**src/hdl/pvef_pkg.sv**
```systemverilog
// Package for the Prewitt vertical edge filter: sizes, register indexes,
// shared types and the divide-by-three helper.
// No dependencies; the top level and pvef_div use it.
package pvef_pkg;

  // Frame size limits and the widths that follow from them.
  localparam int MAX_WIDTH  = 1024;
  localparam int MAX_HEIGHT = 1024;
  localparam int IDX_W      = $clog2(MAX_WIDTH);
  localparam int DIM_W      = 11;
  localparam int CNT_W      = 21;
  localparam int CH_W       = 8;
  localparam int NUM_CH     = 3;
  localparam int PIX_W      = CH_W * NUM_CH;
  localparam int SUM_W      = CH_W + 2;

  // Register reset values.
  localparam int RESET_WIDTH  = 320;
  localparam int RESET_HEIGHT = 240;

  // The input row counter saturates here.
  localparam logic [DIM_W-1:0] ROW_LIMIT = '1;

  // Configuration register indexes.
  localparam int CFG_AW = 1;
  localparam logic [CFG_AW-1:0] REG_WIDTH  = 1'b0;
  localparam logic [CFG_AW-1:0] REG_HEIGHT = 1'b1;

  // Output queue.
  localparam int FIFO_DEPTH = 4;
  localparam int FIFO_AW    = $clog2(FIFO_DEPTH);
  localparam int FIFO_CW    = $clog2(FIFO_DEPTH + 1);

  // floor(d / 3) as (d * 683) >> 11, exact for every d below 2048.
  localparam int DIV3_MUL   = 683;
  localparam int DIV3_MW    = 10;
  localparam int DIV3_SHIFT = 11;
  localparam int PROD_W     = SUM_W + DIV3_MW;

  typedef logic [PIX_W-1:0] pixel_t;

  // One word of the output queue.
  typedef struct packed {
    logic   last;
    pixel_t pix;
  } out_word_t;

  // Status of the serial divider that rebuilds the output row and column.
  typedef struct packed {
    logic             busy;
    logic             done;
    logic [CNT_W-1:0] quot;
    logic [DIM_W-1:0] rem;
  } div_stat_t;

  // A size of zero acts as one, a size above the limit acts as the limit.
  function automatic logic [DIM_W-1:0] clamp_dim(input logic [DIM_W-1:0] v,
                                                 input logic [DIM_W-1:0] maxv);
    logic [DIM_W-1:0] r;
    if (v == '0) begin
      r = DIM_W'(1);
    end else if (v > maxv) begin
      r = maxv;
    end else begin
      r = v;
    end
    return r;
  endfunction

  // Truncating division by three of a gradient magnitude.
  function automatic logic [CH_W-1:0] div3(input logic [SUM_W-1:0] d);
    logic [PROD_W-1:0] prod;
    prod = {{DIV3_MW{1'b0}}, d} * PROD_W'(DIV3_MUL);
    return prod[DIV3_SHIFT +: CH_W];
  endfunction

endpackage

```
**src/hdl/pvef_div.sv**
```systemverilog
// Serial restoring divider, one quotient bit per cycle, used to rebuild the
// output row and column from the output count after a size register write.
// Depends on pvef_pkg.
module pvef_div (
  input  logic                      clk,
  input  logic                      rst_n,
  input  logic                      start,
  input  logic [pvef_pkg::CNT_W-1:0] dividend,
  input  logic [pvef_pkg::DIM_W-1:0] divisor,
  output pvef_pkg::div_stat_t       stat
);

  localparam int STEP_W = $clog2(pvef_pkg::CNT_W + 1);

  logic                       busy_r, busy_nxt;
  logic                       done_r, done_nxt;
  logic [STEP_W-1:0]          step_r, step_nxt;
  logic [pvef_pkg::CNT_W-1:0] quo_r, quo_nxt;
  logic [pvef_pkg::DIM_W-1:0] rem_r, rem_nxt;
  logic [pvef_pkg::DIM_W-1:0] dsr_r, dsr_nxt;
  logic [pvef_pkg::DIM_W:0]   rem_sh;
  logic [pvef_pkg::DIM_W:0]   rem_sub;
  logic                       fits;

  // One shift-and-subtract step; the dividend shifts out as quotient bits shift in.
  always_comb begin
    rem_sh   = {rem_r, quo_r[pvef_pkg::CNT_W-1]};
    rem_sub  = rem_sh - {1'b0, dsr_r};
    fits     = rem_sh >= {1'b0, dsr_r};
    busy_nxt = busy_r;
    done_nxt = 1'b0;
    step_nxt = step_r;
    quo_nxt  = quo_r;
    rem_nxt  = rem_r;
    dsr_nxt  = dsr_r;
    if (start) begin
      busy_nxt = 1'b1;
      step_nxt = '0;
      quo_nxt  = dividend;
      rem_nxt  = '0;
      dsr_nxt  = divisor;
    end else if (busy_r) begin
      quo_nxt  = {quo_r[pvef_pkg::CNT_W-2:0], fits};
      rem_nxt  = fits ? rem_sub[pvef_pkg::DIM_W-1:0] : rem_sh[pvef_pkg::DIM_W-1:0];
      step_nxt = step_r + STEP_W'(1);
      if (step_r == STEP_W'(pvef_pkg::CNT_W - 1)) begin
        busy_nxt = 1'b0;
        done_nxt = 1'b1;
      end
    end
  end

  // Control state is reset; the datapath is not.
  always_ff @(posedge clk) begin
    if (!rst_n) begin
      busy_r <= 1'b0;
      done_r <= 1'b0;
      step_r <= '0;
    end else begin
      busy_r <= busy_nxt;
      done_r <= done_nxt;
      step_r <= step_nxt;
    end
    quo_r <= quo_nxt;
    rem_r <= rem_nxt;
    dsr_r <= dsr_nxt;
  end

  assign stat.busy = busy_r;
  assign stat.done = done_r;
  assign stat.quot = quo_r;
  assign stat.rem  = rem_r;

endmodule
```
**config.mk**
```make
export PLATFORM = sky130hd
export DESIGN_NAME = pvef_div
export DESIGN_NICKNAME = d
export VERILOG_FILES = /design/src/hdl/pvef_pkg.sv /design/src/hdl/pvef_div.sv
export SDC_FILE = /design/constraint.sdc
export NUM_CORES = 1
export LEC_CHECK = 0
export BUFFER_PORTS_ARGS = -buffer_cell sky130_fd_sc_hd__buf_2
export CAP_MARGIN = 20
export CORE_MARGIN = 2
export CORE_UTILIZATION = 45
export CTS_BUF_LIST = sky130_fd_sc_hd__clkbuf_16
export CTS_CLUSTER_SIZE = 8
export DETAILED_ROUTE_END_ITERATION = 7
export PLACE_DENSITY = 0.77
export RECOVER_POWER = 50
export SYNTH_ARGS = -nofsm -noshare
export SYNTH_HDL_FRONTEND = slang
export SYNTH_SLANG_ARGS = --single-unit
export TNS_END_PERCENT = 50
```
**constraint.sdc**
```tcl
create_clock -name clk -period 2.71 [get_ports clk]
set_clock_uncertainty 0.2 [all_clocks]
set_input_delay 0 -clock clk [delete_from_list [all_inputs] [get_ports clk]]
set_output_delay 0 -clock clk [all_outputs]
set_load 0.005 [all_outputs]
```
==> results.cfg <==
[outcome]
status = complete, no violations

[cts]
clk_pin_slew_ns = 0.07
clock_latency_ns = 0.29
post_cts_resize_count = 0
post_cts_buffers = 0
ctsRootBufferMaster = clkbuf_16
cts-buffers-inserted = 5
tritoncts = done
cts_num_sinks = 50
cts_max_level = 2
cts_buffer_depth = 2

[pwr]
powerDensity_mw_per_mm2 = 538
ir_worst_vdd_mv = 0.389
leakagePower_nw = 1.51

[final_layout]
nNetsFinal = 403
fill_cells = 476
areaGrowthSynthToFinish_pct = 30.2
n_antenna_cell = 0
drive_above_1_share = 0.282
utilization = 0.617

[sta]
finalHoldViolCount = 0
tns_ns = 0
relSlewSlack = 0.585
rsz0062_at_grt = no
fmax_mhz = 393
fin_crit_sh = 0.938
setup_viol = 0
fin_ws_ns = 0.167
min_period_ns = 2.54
final-max-slew-violation-count = 0
tightest_slew_ns = 0.623

[worst_setup_path]
criticalPathCategory = flop to flop
end_kind = flop
r2r-end = rem_r[0]
cp_slowest_cell = fa_1
rr_startpoint = quo_r[20]
cp_data_arrival_time_ns = 2.55
rrSetupSlack_ns = 0.17
cpLargestDelayFamily = compound AO/OA/AOI/OAI gates
crit_chain = inv_1 -> ha_1 -> fa_1 -> nor2b_4 -> o31a_4 -> o211ai_2 -> buf_12 -> a21o_2 -> a311oi_2
start_kind = flop
r2r_cells = 9
max_stage_delay_ns = 0.45
required_ns = 2.71
startpoint = quo_r[20]
cp_max_fo = 12
path_buf_inv = 2
path_depth = 9

[grt]
overflow = 0
track_usage = 0.188
grt_max_degree = 53
antenna_found_initial = 0
first_global_vias = 2332
grt_pass1_wl_um = 10800

[logic_synthesis]
synth.area.top_cells = edfxtp_1 34%, dfxtp_1 13%, mux2_2 7.9%
synth_cell_types = 57
syn_nets = 304
netlist_area_mm2 = 0.00284
synth-main-ff-cell = edfxtp_1
synth-async-reset-ratio = 0
synth_seq_cells = 50
synth_top_area_cell = edfxtp_1
synth_edf_count = 32
yosysWarnings = 0
yosysTopAreaCellShare = 0.339
ys_seq_area_frac = 0.466
postSynthCellCount = 255
syn_avg_cell_area_um2 = 11.1

[floorplanning]
die_h_um = 83.4
io_pins = 69
rows = 28
die_w_um = 83.4
initial_core_util = 0.474
floorplan.die_area_mm2 = 0.00696
fp.coreArea_mm2 = 0.00599

[hold_path]
min-delay-start = start
hold_class = input pin to flop
worst_hold_path.num_cells = 2
hold-path-endpoint = dsr_r[7]

[job]
maxCapViolCount = 0

[drt]
wl_per_cell_um = 15.3
drt-total-wl_um = 6600
drtAntennaViolNets = 0
via_count = 2324
drt_first_pass_iters = 4
via_per_inst = 5.40
drt_iter0_markers = 196
drc = 0

[placed_design]
dp_worst_setup_slack_ns = 0.185
place_hpwl_um = 4340
globalplace.congestion = 0.792
port_buffers = 68
[sequential cells by signal (all words and copies together) (netlist names)]
name    count
busy_r      1
done_r      1
dsr_r      11
quo_r      21
rem_r      11
step_r      5
[area by class of cell]
class                   instances  area, um2  share of cell area
repair buffers                106        698               0.189
inverters                      19       71.3              0.0193
flip-flops and latches         50       1320               0.358
clock inverters                 3       28.8             0.00779
multi-input cells             172       1360               0.367
clock buffers                   5        125              0.0339
well taps                      75       93.8              0.0254
[cell usage after synthesis (all sizes together), types with 3 or more instances]
cell / instances
clkbuf: 5
inv: 18
nor3b: 4
xnor2: 3
nand2b: 3
nand2: 14
edfxtp: 32
a31oi: 4
mux2i: 3
nor3: 5
ha: 13
o2111ai: 3
nor2b: 9
buf: 9
mux2: 20
nand3: 3
o311ai: 3
xor2: 4
nand4: 3
dfxtp: 18
a21oi: 9
o21a: 3
o21ai: 7
nor2: 22
a211oi: 6
[worst reg2reg max path, delay by kind of cell, from the launching register on]
kind                     cells  cell delay [ns]
AND/OR/NAND/NOR              1             0.16
buffers and inverters        2             0.26
adder cells (fa/ha/maj)      2             0.67
AO/OA/AOI/OAI                4             0.80
flip-flops                   1             0.37
[placed cells by master (no fill, tap or decap), drive strengths merged, types with 13 or more instances in the layout]
cell type and instances:
buf 55, dlygate4sd3 33, edfxtp 32, clkbuf 23, nor2 22, mux2 20
inv 19, dfxtp 18, nand2 14, ha 13
[where the power goes]
group | total, mW | internal, mW | switching (mW)
registers | 0.920 | 0.881 | 0.0395
clock network | 0.649 | 0.352 | 0.297
logic | 0.419 | 0.206 | 0.213
[worst max path at each step]
stage / end / slack [ns]
after floorplan: rem_r[3] / 0.38
after global placement: rem_r[0] / 0.25
after detailed placement: quo_r[0] / 0.18
after CTS: rem_r[2] / 0.16
after global routing: rem_r[2] / 0.005
final: rem_r[0] / 0.17
[kinds of logic after synthesis]
| group | count (synthesis) | share of synthesized area |
|---|---|---|
| muxes | 23 | 0.0899 |
| buffers and inverters | 33 | 0.0569 |
| xor gates and xnor gates | 7 | 0.0216 |
| AOI/OAI and AO/OA | 53 | 0.154 |
| DFF | 50 | 0.466 |
| adders and majority gates | 14 | 0.0644 |
| and+or+nand+nor | 75 | 0.147 |
[what timing repair did]
action                                 CTS  global route
hold buffers                            33             0
setup endpoints to repair                0             0
endpoints found under the hold margin   39             0
[routing by layer]
layer | vias to the layer above | global-route usage | share of wire
met5 | - | 0 | 0
met4 | 0 | 0.0469 | 0.014
li1 | 1143 | - | -
met2 | 75 | 0.322 | 0.50
met1 | 1096 | 0.242 | 0.43
met3 | 10 | 0.0427 | 0.054
[per-stage QoR]
| step | std cells | cell area (um2) | total power [mW] | hold WS, ns |
|---|---|---|---|---|
| 3_5_place_dp | 389 | 3230 | 1.31 | -0.0219 |
| 5_1_grt | 430 | 3690 | 2.07 | 0.218 |
| 3_3_place_gp | 389 | 3230 | 1.30 | -0.0237 |
| 2_1_floorplan | 255 | 2840 | 1.19 | -0.101 |
| 6_report | 430 | 3690 | 1.99 | 0.204 |
| 4_1_cts | 430 | 3720 | 2.00 | 0.191 |
No activity file was read; power rests on OpenSTA's default activity.
